File: config.mk
export PLATFORM = sky130hd
export DESIGN_NAME = srfh_mul
export DESIGN_NICKNAME = d
export VERILOG_FILES = /design/src/rtl/core/srfh_pkg.sv /design/src/rtl/core/srfh_mul.sv
export SDC_FILE = /design/constraint.sdc
export NUM_CORES = 2
export LEC_CHECK = 0
export ABC_AREA = 1
export BUFFER_PORTS_ARGS = -buffer_cell sky130_fd_sc_hd__buf_2
export CAP_MARGIN = 20
export CORE_UTILIZATION = 70
export CTS_BUF_LIST = sky130_fd_sc_hd__clkbuf_16
export DETAILED_ROUTE_END_ITERATION = 10
export PLACE_DENSITY_LB_ADDON = 0.2
export SLEW_MARGIN = 0
export SYNTH_ARGS = -nofsm -noshare
export SYNTH_HDL_FRONTEND = slang
export SYNTH_SLANG_ARGS = --single-unit
File: constraint.sdc
create_clock -name clk -period 15.8 [get_ports clk]
set_input_delay 2.37 -clock clk [delete_from_list [all_inputs] [get_ports clk]]
set_output_delay 2.37 -clock clk [all_outputs]
set_load 0.005 [all_outputs]
File: src/rtl/core/srfh_pkg.sv
// ----------------------------------------------------------------------------
// srfh_pkg
// Types and constants shared by the sphere first-hit block.
// ----------------------------------------------------------------------------
`default_nettype none

package srfh_pkg;

  typedef enum logic {
    FN_APPEND = 1'b0,
    FN_QUERY  = 1'b1
  } func_t;

  typedef enum logic [2:0] {
    ST_APPENDED = 3'd0,
    ST_FULL     = 3'd1,
    ST_NO_HIT   = 3'd2,
    ST_HIT      = 3'd3,
    ST_INVALID  = 3'd4
  } status_t;

  typedef struct packed {
    func_t              func;
    logic signed [31:0] pos_x;
    logic signed [31:0] pos_y;
    logic signed [31:0] pos_z;
    logic signed [31:0] vel_x;
    logic signed [31:0] vel_y;
    logic signed [31:0] vel_z;
    logic [30:0]        sphere_radius;
  } cmd_t;

  typedef struct packed {
    status_t            status;
    logic signed [31:0] point_x;
    logic signed [31:0] point_y;
    logic signed [31:0] point_z;
  } result_t;

  typedef struct packed {
    logic signed [31:0] x;
    logic signed [31:0] y;
    logic signed [31:0] z;
    logic [30:0]        r;
  } obst_t;

  localparam int MulAW = 34;
  localparam int MulBW = 32;
  localparam int MulPW = MulAW + MulBW;
  localparam int RadW  = 64;
  localparam int RootW = RadW / 2;
  localparam int QuoW  = 29;

  typedef enum logic [4:0] {
    S_IDLE, S_APPEND, S_VNORM, S_VSQ_ISS, S_VSQ_ACC, S_SQN_GO, S_SQN_WAIT,
    S_DIV_GO, S_DIV_WAIT, S_SPH_RD, S_SPH_LD, S_DOT_ISS, S_DOT_ACC, S_PL_SET,
    S_UPL_ISS, S_UPL_ACC, S_WABS, S_WSQ_ISS, S_WSQ_ACC, S_RSQ_ISS, S_RSQ_ACC,
    S_TEST, S_DSQ_ISS, S_DSQ_ACC, S_CMP, S_SCAN_END, S_SQR_GO, S_SQR_WAIT,
    S_STEP, S_FIN_ISS, S_FIN_ACC, S_DONE
  } state_t;

endpackage

`default_nettype wire

File: src/rtl/core/srfh_mul.sv
// ----------------------------------------------------------------------------
// srfh_mul
// Shared unsigned multiplier with registered product.
// ----------------------------------------------------------------------------
`default_nettype none

module srfh_mul
  import srfh_pkg::*;
(
  input  wire logic             clk,
  input  wire logic [MulAW-1:0] a,
  input  wire logic [MulBW-1:0] b,
  output logic      [MulPW-1:0] p
);

  always_ff @(posedge clk) begin
    p <= MulPW'(a) * MulPW'(b);
  end

endmodule

`default_nettype wire

==> key figures <==
Drt
  • Per-cell routed wire length: 17.95 um
  • Initial DRC Count: 3169
  • DRC: 0
  • WL final: 105.5 mm
  • Vias per Instance: 5.352
  • Drt first pass iters: 8
  • Routed Antenna Nets: 0
  • Vias: 31450

Synth
  • Post-synthesis xor/xnor area fraction: 0.8082%
  • Post-Synthesis Cell Area: 39010 um^2
  • Sequential area share after synthesis: 3.387%
  • Synth Area in Simple Gates: 18.81%
  • Complex-gate fraction of the synthesized area: 0.7633%
  • Mux share of post-synthesis cell area: 0%
  • #FFs+latches synth: 66
  • Synth Warn #: 0
  • Syn nets: 6486
  • Adder-Cell Fraction of Synth Area: 57.56%
  • Syn Area/Cell: 7.505 um^2
  • Count of cell types in the netlist: 26
  • Main combinational cell family by area after synthesis: adder cells
  • Synth Instances: 5198

Timing
  • Max_slew headroom: 32.38%
  • Max Clk Rate: 108.9 MHz
  • Setup TNS: 0 ns
  • Worst-Margin Slew: 1.014 ns
  • Share of the clock period used by the worst path: 58.10%
  • Hold_ws: 2.614 ns
  • Setup-failing EPs final: 0
  • RSZ-0062 raised after global routing: no
  • Fin. max-slew vios: 0
  • Minimum clock period: 9.179 ns
  • Final hold violations: 0

Floorplanning
  • Core Area: 55090 um^2
  • Ports: 133
  • Die X-Extent: 238.1 um
  • Die area: 56680 um^2
  • Row count: 86
  • Starting density of the core: 70.81%
  • Chip Height: 238.1 um

Clocking
  • Hold_buf cts: 0
  • # clock sinks: 66
  • Post_cts resized: 0
  • CTS tree: done
  • Clock buffer depth: 2
  • CTS buffer count: 9
  • Reg clk slew, reported paths: 0.05 ns
  • Postcts setup bufs: 0
  • CTS Root Cell: clkbuf_16
  • Htree depth: 3

Layout
  • Most flop-heavy register: p
  • Biggest regs: p (66)
  • Commonest non-fill, non-tap cell in the layout: inv_1
  • Largest register FFs: 66
  • Layout cell share with drive strength beyond 1: 4.017%
  • Most frequent cells in the layout: inv_1 (1704), nand2_1 (1679), fa_1 (956)
  • P&R area growth vs syn: 2.909%
  • Final net count: 6411
  • Inserted Diodes: 0

Worst setup path
  • Buf/Inv on CP: 5
  • WS Path Type: in2reg
  • CP startpoint kind: input port
  • Critical Path Most Common Cell: fa_1
  • Worst EP required: 16.00 ns
  • Crit path depth: 21
  • CP Max Fanout: 34
  • Crit path DAT: 9.38 ns
  • CP max stage cell: buf_2
  • Cell Chain, Critical Path: buf_2 > nand2_1 > fa_1 > inv_1 > fa_1 > inv_1 > fa_1 > inv_1 > fa_1 > fa_1 > fa_1 > fa_1 > fa_1 > ha_1 > nand2_1 > nor2_1 > nand2_1 > inv_1 > a21oi_1 > nand2_1 > xor2_1
  • Endpoint type of the worst setup path: flip-flop
  • Slowest cell delay on critical path: 0.62 ns
  • CP top delay family: adder cells

Worst hold path
  • Hold Crit Class: in2reg
  • Hold Crit Depth: 3

GRT
  • Met1 Usage GRT: 54.48%
  • Initial antenna violation count: 1
  • Global routing's busiest layer: met2
  • Vias in the first global route: 32780
  • First-pass GRT wire length: 173.4 mm
  • Total gr overflow: 0
  • Largest net degree at the start of global routing: 35
  • M3 GR Usage: 10.09%
  • Met2 Track Usage GR: 62.69%
  • Tot GR Track Use: 39.74%

Flow run
  • Number of max-cap violations: 0

Placement
  • Dpl hpwl: 86.98 mm
  • Port Buffer Count: 132
  • Gpl congestion: 1.017

Status
  • Status: completed
-- final cells by class --
type                    count  area [um^2]
flip-flops and latches     66         1321
clock buffers               9        225.2
multi-input cells        3191        30410
inverters                1711         6422
repair buffers            144        750.7
fillers                  4393        14950
well taps                 748        935.9
clock inverters             7        86.33
-- synth_stat cells --
| master | number | area share [%] |
|---|---|---|
| nor4_1 | 1 | 0.016 |
| nand2_1 | 1679 | 16 |
| nor4_2 | 2 | 0.064 |
| and3_1 | 2 | 0.032 |
| nand4_1 | 11 | 0.18 |
| nand3_1 | 53 | 0.68 |
| inv_1 | 1702 | 16 |
| a21oi_1 | 48 | 0.62 |
| fa_1 | 956 | 49 |
| buf_1 | 3 | 0.029 |
| o21bai_1 | 5 | 0.096 |
| nand2_2 | 9 | 0.14 |
| nor2_4 | 3 | 0.087 |
| xor2_1 | 32 | 0.72 |
| ha_1 | 265 | 8.5 |
| dfxtp_1 | 66 | 3.4 |
| xnor2_1 | 4 | 0.090 |
| nor3_2 | 4 | 0.10 |
| o21ai_0 | 4 | 0.051 |
| nor2_2 | 16 | 0.26 |
| nor3_1 | 11 | 0.14 |
| clkbuf_1 | 227 | 2.2 |
| nand3_2 | 8 | 0.21 |
| inv_2 | 6 | 0.058 |
| nor2_1 | 78 | 0.75 |
| clkinv_1 | 3 | 0.029 |
-- metal layers --
metal,up-vias,routed length [um]
met5,-,8
met4,2,3497
met3,264,12870
met2,1765,48500
met1,15460,40580
li1,13960,-
-- per-stage QoR --
step                      setup slack [ns]  cells  util [%]  area, um^2
after floorplan                      7.418   5198         -       39010
after global placement               6.346   5860     72.31       39840
after detailed placement             6.360   5860     72.31       39840
after CTS                            6.677   5876     72.87       40150
after global routing                 6.430   5876     72.87       40150
final                                6.621   5876     72.87       40150
-- kinds of logic (layout without fill, tap and decap cells) --
| logic type | Yosys count | after routing |
|---|---|---|
| DFF | 66 | 66 |
| adders and majority gates | 1221 | 1221 |
| AOI/OAI and AO/OA | 57 | 57 |
| buffers and inverters | 1941 | 1871 |
| and+or+nand+nor | 1877 | 1877 |
| xor gates and xnor gates | 36 | 36 |
-- path summary, 6_finish.rpt --
| path | end | slack, ns | start |
|---|---|---|---|
| max | p[29] | 6.62 | b[8] |
| min | p[0] | 2.61 | b[0] |
Power is left out: the tool's default activity adds up to more than one toggle a clock period on the data nets, which glitch-free logic cannot reach.
