$ cat config.mk
export PLATFORM = sky130hd
export DESIGN_NAME = srfh_sqrt
export DESIGN_NICKNAME = d
export VERILOG_FILES = /design/src/rtl/core/srfh_pkg.sv /design/src/rtl/core/srfh_sqrt.sv
export SDC_FILE = /design/constraint.sdc
export NUM_CORES = 1
export LEC_CHECK = 0
export BUFFER_PORTS_ARGS = -buffer_cell sky130_fd_sc_hd__clkbuf_2
export CAP_MARGIN = 30
export CORE_ASPECT_RATIO = 0.8
export CORE_MARGIN = 10
export CORE_UTILIZATION = 40
export CTS_BUF_LIST = sky130_fd_sc_hd__clkbuf_8
export DETAILED_ROUTE_END_ITERATION = 6
export PLACE_DENSITY = 0.68
export SYNTH_ARGS = -nofsm -noshare
export SYNTH_HDL_FRONTEND = slang
export SYNTH_SLANG_ARGS = --single-unit
$ cat constraint.sdc
create_clock -name clk -period 2.9 [get_ports clk]
set_input_delay 0.725 -clock clk [delete_from_list [all_inputs] [get_ports clk]]
set_output_delay 0.725 -clock clk [all_outputs]
set_load 0.05 [all_outputs]
$ cat src/rtl/core/srfh_pkg.sv
// ----------------------------------------------------------------------------
// srfh_pkg
// Types and constants shared by the sphere first-hit block.
// ----------------------------------------------------------------------------
`default_nettype none

package srfh_pkg;

  typedef enum logic {
    FN_APPEND = 1'b0,
    FN_QUERY  = 1'b1
  } func_t;

  typedef enum logic [2:0] {
    ST_APPENDED = 3'd0,
    ST_FULL     = 3'd1,
    ST_NO_HIT   = 3'd2,
    ST_HIT      = 3'd3,
    ST_INVALID  = 3'd4
  } status_t;

  typedef struct packed {
    func_t              func;
    logic signed [31:0] pos_x;
    logic signed [31:0] pos_y;
    logic signed [31:0] pos_z;
    logic signed [31:0] vel_x;
    logic signed [31:0] vel_y;
    logic signed [31:0] vel_z;
    logic [30:0]        sphere_radius;
  } cmd_t;

  typedef struct packed {
    status_t            status;
    logic signed [31:0] point_x;
    logic signed [31:0] point_y;
    logic signed [31:0] point_z;
  } result_t;

  typedef struct packed {
    logic signed [31:0] x;
    logic signed [31:0] y;
    logic signed [31:0] z;
    logic [30:0]        r;
  } obst_t;

  localparam int MulAW = 34;
  localparam int MulBW = 32;
  localparam int MulPW = MulAW + MulBW;
  localparam int RadW  = 64;
  localparam int RootW = RadW / 2;
  localparam int QuoW  = 29;

  typedef enum logic [4:0] {
    S_IDLE, S_APPEND, S_VNORM, S_VSQ_ISS, S_VSQ_ACC, S_SQN_GO, S_SQN_WAIT,
    S_DIV_GO, S_DIV_WAIT, S_SPH_RD, S_SPH_LD, S_DOT_ISS, S_DOT_ACC, S_PL_SET,
    S_UPL_ISS, S_UPL_ACC, S_WABS, S_WSQ_ISS, S_WSQ_ACC, S_RSQ_ISS, S_RSQ_ACC,
    S_TEST, S_DSQ_ISS, S_DSQ_ACC, S_CMP, S_SCAN_END, S_SQR_GO, S_SQR_WAIT,
    S_STEP, S_FIN_ISS, S_FIN_ACC, S_DONE
  } state_t;

endpackage

`default_nettype wire

$ cat src/rtl/core/srfh_sqrt.sv
// ----------------------------------------------------------------------------
// srfh_sqrt
// Integer square root, floor, two radicand bits per cycle.
// ----------------------------------------------------------------------------
`default_nettype none

module srfh_sqrt
  import srfh_pkg::*;
(
  input  wire logic            clk,
  input  wire logic            rst,
  input  wire logic            go,
  input  wire logic [RadW-1:0] radicand,
  output logic                 done,
  output logic [RootW-1:0]     root
);

  localparam int RemW = RootW + 4;
  localparam int CntW = $clog2(RootW + 1);

  logic [RadW-1:0] rad;
  logic [RemW-1:0] rem;
  logic [CntW-1:0] cnt;
  logic            run;
  logic [RemW-1:0] rem_sh;
  logic [RemW-1:0] trial;
  logic            take;

  always_comb begin
    rem_sh = {rem[RemW-3:0], rad[RadW-1 -: 2]};
    trial  = {2'b00, root, 2'b01};
    take   = (rem_sh >= trial);
  end

  always_ff @(posedge clk) begin
    if (rst) begin
      run  <= 1'b0;
      done <= 1'b0;
    end else begin
      done <= 1'b0;
      if (go) begin
        run <= 1'b1;
      end else if (run && cnt == CntW'(1)) begin
        run  <= 1'b0;
        done <= 1'b1;
      end
    end
  end

  always_ff @(posedge clk) begin
    if (go) begin
      rad  <= radicand;
      rem  <= '0;
      root <= '0;
      cnt  <= CntW'(RootW);
    end else if (run) begin
      rad  <= rad << 2;
      rem  <= take ? (rem_sh - trial) : rem_sh;
      root <= {root[RootW-2:0], take};
      cnt  <= cnt - CntW'(1);
    end
  end

endmodule

`default_nettype wire

==> impl_metrics.json <==
{
  "critPathArrivalTime_ns": 3.14,
  "ir_drop_uv": 382,
  "start_kind": "register",
  "post-place-ws_ns": 0.101,
  "drive_above_1_share_pct": 30.2,
  "fin_ws_ns": 0.119,
  "intPower_uw": 4990,
  "start_util_pct": 41.2,
  "antenna_found_initial": 1,
  "syn_area_sq_um": 7550,
  "power_frac_comb_pct": 50.0,
  "async_reset_ff_share_pct": 0,
  "area_growth_pct": 18.1,
  "gp_congestion": 0.826,
  "nFillCells": 1743,
  "worstMarginPinSlew_ns": 0.767,
  "switching_share_pct": 39.6,
  "crit_fanout": 5,
  "cts_root_buf": "clkbuf_8",
  "synthCells": 730,
  "drt-vias-per-instance": 5.06,
  "synth_fa_ha_area_share_pct": 5.97,
  "path_clk_slew_ns": 0.09,
  "ios": 100,
  "placementRows": 44,
  "period_share_pct": 95.9,
  "fmax_ghz": 0.360,
  "skew_ns": 0.0129,
  "drcViolationCount": 0,
  "max_cap_violations": 0,
  "cts_buffer_depth": 2,
  "die_width_um": 174,
  "synthMuxAreaShare_pct": 15.6,
  "die-area_sq_um": 24800,
  "postRouteAntennaNets": 0,
  "power_frac_seq_pct": 29.8,
  "cts_made_buffers": 17,
  "grt_max_degree": 66,
  "p_switching_uw": 3270,
  "synth_nets": 833,
  "hold_viol_final": 0,
  "slew_violations": 0,
  "cts_tree": "built",
  "whs_ns": 0.442,
  "synth_compound_area_share_pct": 13.9,
  "setup_viol": 0,
  "drt-pass1-iter-count": 4,
  "synth_top_family_by_area": "multiplexers",
  "cp.required_ns": 3.26,
  "yosysSeqAreaShare_pct": 45.1,
  "cellPowerDensity_nw_per_um2": 927,
  "end_kind": "register",
  "leakagePower_uw": 0.00361,
  "synth.ff_latch_count": 138,
  "hpwl_um": 12400,
  "synthSimpleGateAreaFrac_pct": 11.0,
  "rsz0062_at_grt": "true",
  "nets": 939,
  "hold_class": "input port to register",
  "htreeDepth": 4,
  "grt_overflow": 0,
  "fp.dieH_um": 143,
  "grt_pass1_wl_um": 27800,
  "clk_latency_ns": 0.46,
  "power.share.clock_pct": 20.1,
  "run_status": "finished clean",
  "synth_enable_flop_cells": 64,
  "yosysUniqueCellTypes": 61,
  "port-buffer-count": 99,
  "drt_wl_total_um": 17300,
  "yosysWarnings": 0,
  "worst-setup-path-type": "register to register",
  "grt_pass1_vias": 5423,
  "core_area_sq_um": 18300,
  "synthFlopType": "dfxtp_1",
  "grtUsageTotal_pct": 13.6,
  "slew_headroom_pct": 48.9,
  "synth_xor_area_share_pct": 3.83,
  "drtIter0Drc": 317,
  "synth_area_per_cell_sq_um": 10.3,
  "vias": 5582,
  "routedWlPerCell_um": 15.6,
  "post-route-min-period_ns": 2.78,
  "cts_sinks": 138
}
sequential cells by signal (all words and copies together) (netlist names):
register / cells
rem: 34
cnt: 6
root: 32
run: 1
done: 1
rad: 64
path summary, 6_finish.rpt:
check,startpoint,end,slack (ns),cells after the start
min,rst,run$_SDFFE_PP0P_,0.44,2
max reg2reg,root[15]$_SDFFE_PP0P_,rem[33]$_SDFFE_PP0P_,0.12,13
max,root[15]$_SDFFE_PP0P_,rem[33]$_SDFFE_PP0P_,0.12,13
min reg2reg,cnt[1]$_SDFFE_PP0P_,cnt[1]$_SDFFE_PP0P_,0.51,2
final cells by class:
class,count,area [sq um],area share (%)
repair buffers,127,746,8.36
clock buffers,17,234,2.62
multi-input cells,513,3870,43.5
diodes,1,2.50,0.0281
clock inverters,15,180,2.02
inverters,39,150,1.68
well taps,253,317,3.55
flip-flops and latches,138,3410,38.3
what timing repair did:
action | 4_1_cts | 5_1_grt
resized for setup | 0 | 25
setup endpoints to repair | 0 | 29
buffers inserted | 0 | 3
hold buffers | 0 | 0
endpoints found under the hold margin | 0 | 0
metal layers:
layer | up-vias | track usage [%] | part of all wire, %
met3 | 15 | 4.32 | 4.4
met2 | 88 | 20.5 | 45
met1 | 2619 | 18.4 | 49
met4 | 0 | 3.91 | 1.3
li1 | 2860 | - | -
met5 | - | 0 | 0
logic make-up (layout without fill, tap and decap cells):
| logic type | after synthesis | count (layout) |
|---|---|---|
| fa+ha+maj | 36 | 36 |
| simple gates | 179 | 179 |
| mux | 110 | 110 |
| xor+xnor | 33 | 33 |
| compound gates | 155 | 155 |
| other cells | 0 | 1 |
| flops | 138 | 138 |
| buf+inv | 79 | 198 |
cell usage after synthesis, types with 5 or more instances:
cell type | instances | area [sq um]
a32oi_1 | 5 | 43.8
o21a_1 | 6 | 45.0
o31ai_1 | 5 | 37.5
a21oi_1 | 48 | 240
nand3_1 | 6 | 30.0
o21ai_0 | 16 | 80.1
inv_1 | 39 | 146
nand4_1 | 9 | 56.3
dfxtp_1 | 74 | 1480
mux2i_1 | 47 | 470
edfxtp_1 | 64 | 1920
clkbuf_1 | 22 | 82.6
buf_4 | 5 | 37.5
o211ai_1 | 5 | 37.5
ha_1 | 36 | 450
xnor2_1 | 15 | 131
a21o_1 | 15 | 113
nor3_1 | 7 | 35.0
nor2_1 | 101 | 379
mux2_2 | 63 | 709
xor2_1 | 18 | 158
a211oi_1 | 27 | 203
nand2_1 | 26 | 97.6
buf_2 | 7 | 35.0
critical path: stages (launching register included):
cell       delay (ns)
dfxtp_1          0.38
inv_1            0.06
ha_1             0.32
buf_4            0.17
nand2_1          0.05
o21ai_0          0.14
a2111oi_1        0.42
nand3b_1         0.20
buf_4            0.18
a21oi_2          0.16
nor2_1           0.11
a31oi_1          0.22
xor2_1           0.09
o31ai_1          0.21
metrics by stage:
step           cell area, sq um  cells  power, uW  utilization (%)  setup TNS [ns]
3_3_place_gp               8390   1067       6390             45.8               0
2_1_floorplan              7550    730       5620                -               0
6_report                   8910   1103       8260             48.6               0
4_1_cts                    8810   1099       8100             48.0               0
3_5_place_dp               8390   1067       6400             45.8               0
5_1_grt                    8910   1102       8860             48.6          -0.322
placed cells by master (no fill, tap or decap), drive strengths merged, types with 18 or more instances in the layout:
| cell | synthesis | final |
|---|---|---|
| o21ai | 18 | 18 |
| a211oi | 29 | 29 |
| dfxtp | 74 | 74 |
| nand2 | 26 | 26 |
| a21oi | 50 | 50 |
| ha | 36 | 36 |
| nor2 | 101 | 101 |
| clkbuf | 22 | 115 |
| mux2 | 63 | 63 |
| inv | 39 | 46 |
| edfxtp | 64 | 64 |
| buf | 18 | 29 |
| mux2i | 47 | 47 |
| xor2 | 18 | 18 |
power by group through the flow:
stage,Sequential [uW],Combinational [uW],Clock (uW)
floorplan,2470,3160,0
global placement,2500,3890,0
detailed placement,2500,3900,0
CTS,2460,3940,1710
global route,2490,4570,1800
finish,2460,4130,1660
Power figures use the tool's default switching activity.
