===== src/rtl/core/srfh_pkg.sv =====
// ----------------------------------------------------------------------------
// srfh_pkg
// Types and constants shared by the sphere first-hit block.
// ----------------------------------------------------------------------------
`default_nettype none

package srfh_pkg;

  typedef enum logic {
    FN_APPEND = 1'b0,
    FN_QUERY  = 1'b1
  } func_t;

  typedef enum logic [2:0] {
    ST_APPENDED = 3'd0,
    ST_FULL     = 3'd1,
    ST_NO_HIT   = 3'd2,
    ST_HIT      = 3'd3,
    ST_INVALID  = 3'd4
  } status_t;

  typedef struct packed {
    func_t              func;
    logic signed [31:0] pos_x;
    logic signed [31:0] pos_y;
    logic signed [31:0] pos_z;
    logic signed [31:0] vel_x;
    logic signed [31:0] vel_y;
    logic signed [31:0] vel_z;
    logic [30:0]        sphere_radius;
  } cmd_t;

  typedef struct packed {
    status_t            status;
    logic signed [31:0] point_x;
    logic signed [31:0] point_y;
    logic signed [31:0] point_z;
  } result_t;

  typedef struct packed {
    logic signed [31:0] x;
    logic signed [31:0] y;
    logic signed [31:0] z;
    logic [30:0]        r;
  } obst_t;

  localparam int MulAW = 34;
  localparam int MulBW = 32;
  localparam int MulPW = MulAW + MulBW;
  localparam int RadW  = 64;
  localparam int RootW = RadW / 2;
  localparam int QuoW  = 29;

  typedef enum logic [4:0] {
    S_IDLE, S_APPEND, S_VNORM, S_VSQ_ISS, S_VSQ_ACC, S_SQN_GO, S_SQN_WAIT,
    S_DIV_GO, S_DIV_WAIT, S_SPH_RD, S_SPH_LD, S_DOT_ISS, S_DOT_ACC, S_PL_SET,
    S_UPL_ISS, S_UPL_ACC, S_WABS, S_WSQ_ISS, S_WSQ_ACC, S_RSQ_ISS, S_RSQ_ACC,
    S_TEST, S_DSQ_ISS, S_DSQ_ACC, S_CMP, S_SCAN_END, S_SQR_GO, S_SQR_WAIT,
    S_STEP, S_FIN_ISS, S_FIN_ACC, S_DONE
  } state_t;

endpackage

`default_nettype wire


===== src/rtl/core/srfh_div.sv =====
// ----------------------------------------------------------------------------
// srfh_div
// Restoring divider: floor(num * 2^28 / den), one quotient bit per cycle.
// Needs num <= den, so the quotient fits in 29 bits.
// ----------------------------------------------------------------------------
`default_nettype none

module srfh_div
  import srfh_pkg::*;
(
  input  wire logic              clk,
  input  wire logic              rst,
  input  wire logic              go,
  input  wire logic [31:0]       num,
  input  wire logic [31:0]       den,
  output logic                   done,
  output logic [QuoW-1:0]        quo
);

  localparam int CntW = $clog2(QuoW + 1);

  logic [31:0]     rem;
  logic [QuoW-1:0] bits;
  logic [31:0]     dvs;
  logic [CntW-1:0] cnt;
  logic            run;
  logic [32:0]     rem_sh;
  logic            take;

  always_comb begin
    rem_sh = {rem, bits[QuoW-1]};
    take   = (rem_sh >= {1'b0, dvs});
  end

  always_ff @(posedge clk) begin
    if (rst) begin
      run  <= 1'b0;
      done <= 1'b0;
    end else begin
      done <= 1'b0;
      if (go) begin
        run <= 1'b1;
      end else if (run && cnt == CntW'(1)) begin
        run  <= 1'b0;
        done <= 1'b1;
      end
    end
  end

  always_ff @(posedge clk) begin
    if (go) begin
      // num * 2^28: the top 31 bits seed the remainder, num[0] leads the stream
      rem  <= {1'b0, num[31:1]};
      bits <= {num[0], {(QuoW-1){1'b0}}};
      dvs  <= den;
      quo  <= '0;
      cnt  <= CntW'(QuoW);
    end else if (run) begin
      rem  <= take ? 32'(rem_sh - {1'b0, dvs}) : rem_sh[31:0];
      bits <= bits << 1;
      quo  <= {quo[QuoW-2:0], take};
      cnt  <= cnt - CntW'(1);
    end
  end

endmodule

`default_nettype wire


===== config.mk =====
export PLATFORM = sky130hd
export DESIGN_NAME = srfh_div
export DESIGN_NICKNAME = d
export VERILOG_FILES = /design/src/rtl/core/srfh_pkg.sv /design/src/rtl/core/srfh_div.sv
export SDC_FILE = /design/constraint.sdc
export NUM_CORES = 1
export LEC_CHECK = 0
export BUFFER_PORTS_ARGS = -buffer_cell sky130_fd_sc_hd__buf_2
export CORE_MARGIN = 3
export CORE_UTILIZATION = 39
export CTS_CLUSTER_DIAMETER = 80
export DETAILED_ROUTE_END_ITERATION = 12
export GPL_TIMING_DRIVEN = 1
export PLACE_DENSITY_LB_ADDON = 0.1
export SETUP_SLACK_MARGIN = 0.4
export SLEW_MARGIN = 20
export SYNTH_ARGS = -nofsm -noshare
export SYNTH_HDL_FRONTEND = slang
export SYNTH_SLANG_ARGS = --single-unit
export TNS_END_PERCENT = 30

===== constraint.sdc =====
create_clock -name clk -period 3.7 [get_ports clk]
set_clock_uncertainty 0.05 [all_clocks]
set_input_delay 0.185 -clock clk [delete_from_list [all_inputs] [get_ports clk]]
set_output_delay 0.185 -clock clk [all_outputs]
set_load 0.02 [all_outputs]

==> out/qor.csv, run 1 <==
metric,value,unit
status,finished clean,
dieArea,0.0163,mm^2
rsz0062_at_grt,yes,
vias,4687,
cp_cell_sequence,inv_1 > ha_1 > inv_1 > fa_1 > a21o_1 > a221oi_4 > o21ai_1 > a2111oi_1 > o21a_1 > nor3_1 > nor3_1 > o21ai_1,
seq_area_frac_synth,46.3,%
hp-start,num[8],
dp_hpwl,9490,um
rr_startpoint,bits[28],
syn-num-nets,698,
clock_latency,0.36,ns
root_buffer,clkbuf_16,
syn_to_final_growth,22.4,%
min_to,rem[7],
avgSynthCellArea,9.66,um^2
pin_count,97,
htree_levels,3,
io_buffers,96,
hold_viol_final,0,
track_usage,17.4,%
worst_path_max_delay_cell,a2111oi_1,
leakage,3.09,nW
yosysWarnings,0,
ys.flop_type,edfxtp_1,
numCtsBuffers,9,
grt_pass1_vias,4777,
wire_per_inst,15.2,um
endpoint_kind,register,
regToRegEndpoint,rem[22],
worstPathMaxFanout,4,
fmax,321,MHz
fill_cells,1351,
slowest_delay,0.49,ns
cts.clk_slew.worst_paths,0.07,ns
r2r_cells,12,
overflow,0,
drive_above_1_share,18.7,%
drv_slew,0,
final_nets,820,
core-area,0.0141,mm^2
num_antenna_cells,0,
gp_congestion,0.862,
place_inst,853,
cts_tree,done,
ys_ff_latch,101,
cp-startpoint,bits[28],
rows,43,
dr.pass1.iters,4,
synth_edf_count,64,
relSlewSlack,32.2,%
p_per_area,568,mW/mm^2
critical_path_class,register to register,
cp-start-kind,register,
clock_sinks,101,
drv_cap,0,
drc_errors,0,
dieWidth,127,um
die_h,127,um
cp.arrival,3.18,ns
synthCells,596,
hp-class,input port to register,
initial_core_util,40.7,%
ant_nets,0,
final_cells,903,
critPathTopFamily,compound AO/OA/AOI/OAI gates,
rrSetupSlack,0.58,ns
setup_viol,0,
grt_start_max_net_pins,91,
cts_setup_buffers,0,
synthDistinctLibCells,63,
seq_area,0.00266,mm^2
tightest_slew,1.02,ns
wl,13800,um
async_flop_share,0,%
syn_area,0.00576,mm^2
vdd_drop_max,0.304,mV
critPathRequiredTime,3.76,ns
whs_path_depth,3,
min_period_over_period,84.3,%
vias_per_cell,5.19,
grt_pass1_wl,22900,um
fin_setup_tns,0,ns
multi_input_area,0.00284,mm^2
period_minus_slack,3.12,ns
first_iter_violations,247,
antenna_found_initial,0,
clock_path_buffers,2,
crit_buf_inv,2,
## flip-flops by register name, indices dropped and copies added, names as in the netlist
signal  cells
bits        1
cnt         5
done        1
dvs        32
quo        29
rem        32
run         1
## how the worst max path moves through the flow
| stage | endpoint | slack (ns) | cells past startpoint |
|---|---|---|---|
| after global placement | rem[28] | 0.49 | 12 |
| after global routing | rem[28] | 0.40 | 12 |
| after floorplan | rem[28] | 0.81 | 12 |
| after detailed placement | rem[0] | 0.36 | 9 |
| final | rem[22] | 0.58 | 12 |
| after CTS | rem[28] | 0.35 | 12 |
## placed cells by master, fill, tap and decap left out, types with 9 or more instances in the layout
cell           count
clkbuf_16          9
ha_1              33
mux2i_1           30
nand2_1           65
a21oi_1           46
dlygate4sd3_1     33
a31oi_1           16
edfxtp_1          64
dfxtp_1           36
nor2_1            65
inv_1             45
nand3_1           11
buf_2             95
a21o_1            14
xnor2_1           18
nor3_1            11
o21ai_0           12
## metrics by stage
| step | setup slack [ns] | hold WS (ns) | cell area (um^2) | total power [mW] | util [%] |
|---|---|---|---|---|---|
| detailed placement | 0.358 | 0.313 | 6380 | 3.01 | 45.1 |
| global route | 0.400 | 0.0774 | 7050 | 4.28 | 49.8 |
| floorplan | 0.813 | 0.207 | 5760 | 2.68 | - |
| global placement | 0.492 | 0.312 | 6380 | 3.00 | 45.1 |
| finish | 0.582 | 0.0691 | 7050 | 4.00 | 49.8 |
| CTS | 0.345 | 0.0597 | 7020 | 4.01 | 49.6 |
## cells in the mapped netlist, drive strengths merged, types with 5 or more instances
| cell type | count | area, um^2 |
|---|---|---|
| ha | 34 | 425 |
| or3 | 6 | 37.5 |
| inv | 45 | 169 |
| o21ai | 20 | 100 |
| clkbuf | 16 | 61.3 |
| xnor2 | 18 | 158 |
| buf | 9 | 63.8 |
| nand2 | 66 | 250 |
| o21a | 8 | 60.1 |
| a31oi | 16 | 100 |
| a21o | 14 | 105 |
| a21oi | 48 | 244 |
| mux2i | 30 | 300 |
| a2bb2oi | 7 | 67.6 |
| xor2 | 5 | 43.8 |
| nand3 | 11 | 55.1 |
| edfxtp | 64 | 1920 |
| nor2 | 65 | 244 |
| dfxtp | 37 | 741 |
| nand4 | 5 | 31.3 |
| nor3 | 11 | 55.1 |
## logic make-up after synthesis
family | share of synthesized area, %
buffers and inverters | 5.17
xor gates and xnor gates | 3.50
AOI/OAI and AO/OA | 16.4
and+or+nand+nor | 15.5
DFF | 46.3
adders and majority gates | 7.74
muxes | 5.41
## where the power goes
part | switching, mW | internal [mW]
combinational | 0.948 | 0.673
clock | 0.453 | 0.486
sequential | 0.0717 | 1.37
total | 1.47 | 2.53
## repair_timing
action / 4_1_cts / 5_1_grt
pin swaps: 1 / 0
hold buffers: 33 / 0
resized for setup: 1 / 7
endpoints found under the hold margin: 34 / 0
setup endpoints to repair: 4 / 5
gates cloned: 1 / 0
## layer usage
layer	track usage [%]	share of wire, %
met3	5.39	5.0
met5	0	0
met2	29.4	48
met1	22.2	46
met4	3.53	0.95
## cell type report
type	count	area share, %
inverter	46	2.45
tap	180	3.20
timing repair buffer	135	12.2
clock inverter	6	0.728
multi-input combinational	425	40.3
clock buffer	10	3.39
sequential	101	37.8
## tightest hold or removal path, delay by kind of cell
family                 cells  cell delay, ns
buffers and inverters      1            0.07
AO/OA/AOI/OAI              1            0.06
AND/OR/NAND/NOR            1            0.05
(Power assumes the default switching activity.)
==> inputs of run 2 (changes only) <==
Settings changed: ABC_AREA set to 1.
Clock period 3.7 ns to 2.75 ns, I/O delays scaled along.
==> out/qor.csv, run 2 <==
metric,value,unit
drive_above_1_share,25.0,%
wire_per_inst,13.9,um
rows,47,
vias,6161,
setup_viol,0,
io_buffers,96,
cp.arrival,2.41,ns
worst_path_max_delay_cell,edfxtp_1,
overflow,0,
antenna_found_initial,0,
synthCells,925,
num_antenna_cells,0,
intPower,3.88,mW
yosysTopAreaCellShare,28.9,%
cp_cell_sequence,ha_4 > buf_4 > nand2_2 > nand2_4 > nand2_2 > nand2_2 > nand2_1 > nand2_2 > inv_2 > nand2_4 > nand3_4 > buf_12 > buf_12 > nand3b_1 > nand3_1 > nand2_1,
cts_tree,done,
die_h,137,um
yosysTopAreaCell,edfxtp_1,
ys.flop_type,edfxtp_1,
ys_ff_latch,101,
critPathTopFamily,simple AND/OR/NAND/NOR gates,
clock_path_buffers,2,
pin_count,97,
sw_frac_of_total,39.8,%
final_nets,1209,
hold_viol_final,0,
grt_pass1_vias,6081,
critPathRequiredTime,2.82,ns
numCtsBuffers,9,
wl,18500,um
vdd_drop_max,0.378,mV
rrSetupSlack,0.41,ns
worstPathMaxFanout,6,
p_seq_share,30.5,%
synthDistinctLibCells,31,
dieWidth,137,um
fin_util,55.4,%
seq_area_frac_synth,40.0,%
async_flop_share,0,%
leakage,4.47,nW
dr.pass1.iters,6,
top_regs,"dvs: 32 flops, rem: 32 flops, quo: 29 flops",
clock_latency,0.36,ns
fmax,427,MHz
dieArea,0.0187,mm^2
root_buffer,clkbuf_16,
ys_top_cells_by_area,"edfxtp_1 (29%), nand2_1 (19%), dfxtp_1 (11%), inv_1 (10%), ha_1 (6.4%)",
path_common_cell,nand2_2,
syn_area,0.00665,mm^2
relSlewSlack,40.7,%
drv_cap,0,
ant_nets,0,
track_usage,19.9,%
power_frac_clock,20.6,%
yosysWarnings,0,
rsz0062_at_grt,yes,
clock_sinks,101,
endpoint_kind,register,
mostFrequentLayoutCells,"nand2_1 (303), inv_1 (166), buf_2 (96)",
cts.clk_slew.worst_paths,0.08,ns
status,finished clean,
syn-num-nets,1027,
pwr-share-comb,48.9,%
avgSynthCellArea,7.19,um^2
synth_edf_count,64,
grt_start_max_net_pins,45,
tightest_slew,0.889,ns
cp-start-kind,register,
htree_levels,3,
core-area,0.0166,mm^2
mostFrequentLayoutCell,nand2_1,
ys_top_cells_by_count,"nand2_1 (336), inv_1 (177), edfxtp_1 (64)",
syn_to_final_growth,38.6,%
vias_per_cell,4.63,
slowest_delay,0.44,ns
grt_pass1_wl,29400,um
switching_power,2.56,mW
hp-class,input port to register,
fin_setup_tns,0,ns
final_area,0.00921,mm^2
critical_path_class,register to register,
min_period_over_period,85.2,%
first_iter_violations,287,
crit_buf_inv,4,
place_area,0.00733,mm^2
initial_core_util,40.0,%
period_minus_slack,2.34,ns
fill_cells,1602,
drc_errors,0,
p_per_area,699,mW/mm^2
drv_slew,0,
gp_congestion,0.889,
dp_hpwl,12600,um
synth_most_common_cell,nand2_1,
total_power,6.44,mW
## run 2: cell types whose count changed in the layout (fill, tap and decap cells not counted), sizes merged, moves of 15 or more
cell / previous run / this run
o22ai: 0 / 28
nand3b: 0 / 40
mux2i: 30 / 0
a21oi: 48 / 22
nand2: 66 / 346
inv: 48 / 183
a31oi: 16 / 0
nand3: 11 / 58
buf: 102 / 140
dlygate4sd3: 33 / 48
## run 2: logic make-up after synthesis
logic type	count (synthesis)	share of synthesized area, %
simple gates	512	34.0
compound gates	61	5.25
fa+ha+maj	35	6.70
xor+xnor	14	1.84
buf+inv	202	12.2
flops	101	40.0
## run 2: final cells by class
type	count	area, um^2	share of cell area [%]
Clock inverter	6	62.6	0.679
Tap cell	220	275	2.99
Inverter	180	676	7.33
Multi-Input combinational cell	625	3840	41.7
Sequential cell	101	2660	28.9
Timing Repair Buffer	190	1440	15.7
Clock buffer	10	250	2.72
## run 2: power groups by stage
| stage | Sequential, mW | Combinational [mW] | Clock [mW] |
|---|---|---|---|
| after floorplan | 1.91 | 1.84 | 0 |
| after global placement | 1.94 | 2.36 | 0 |
| after detailed placement | 1.94 | 2.35 | 0 |
| after CTS | 1.96 | 2.92 | 1.37 |
| after global routing | 1.98 | 3.52 | 1.41 |
| final | 1.96 | 3.15 | 1.33 |
## run 2: layer usage
layer | track usage, % | vias to the layer above | part of all wire (%)
li1 | - | 3269 | -
met1 | 27.4 | 2735 | 47
met2 | 31.8 | 130 | 46
met3 | 2.98 | 27 | 4.6
met4 | 7.00 | 0 | 2.1
met5 | 0 | - | 0
## run 2: worst paths after layout
kind                from       to  cells after the start
hold / removal    num[8]   rem[7]                      3
hold reg to reg   cnt[4]   cnt[4]                      1
setup reg to reg  rem[9]  rem[20]                     16
setup / recovery  rem[9]  rem[20]                     16
## run 2: per-stage QoR
| stage | cells | setup slack [ns] | hold WS, ns |
|---|---|---|---|
| after floorplan | 925 | 0.620 | 0.166 |
| after global placement | 1227 | 0.244 | 0.264 |
| after detailed placement | 1227 | 0.251 | 0.266 |
| after CTS | 1318 | 0.398 | 0.0000434 |
| after global routing | 1332 | 0.301 | 0.0112 |
| final | 1332 | 0.407 | 0.00384 |
## run 2: what timing repair did
action / CTS / global route
setup buffers: 24 / 12
hold buffers: 48 / 0
gates resized for setup: 69 / 53
cloned: 3 / 2
hold endpoints to repair: 49 / 0
pin swaps: 21 / 41
endpoints found under the setup margin: 32 / 32
## run 2: worst min-delay path: cells and delay by family
| kind | cells | cell delay [ns] |
|---|---|---|
| buf+inv | 1 | 0.08 |
| simple gates | 2 | 0.09 |
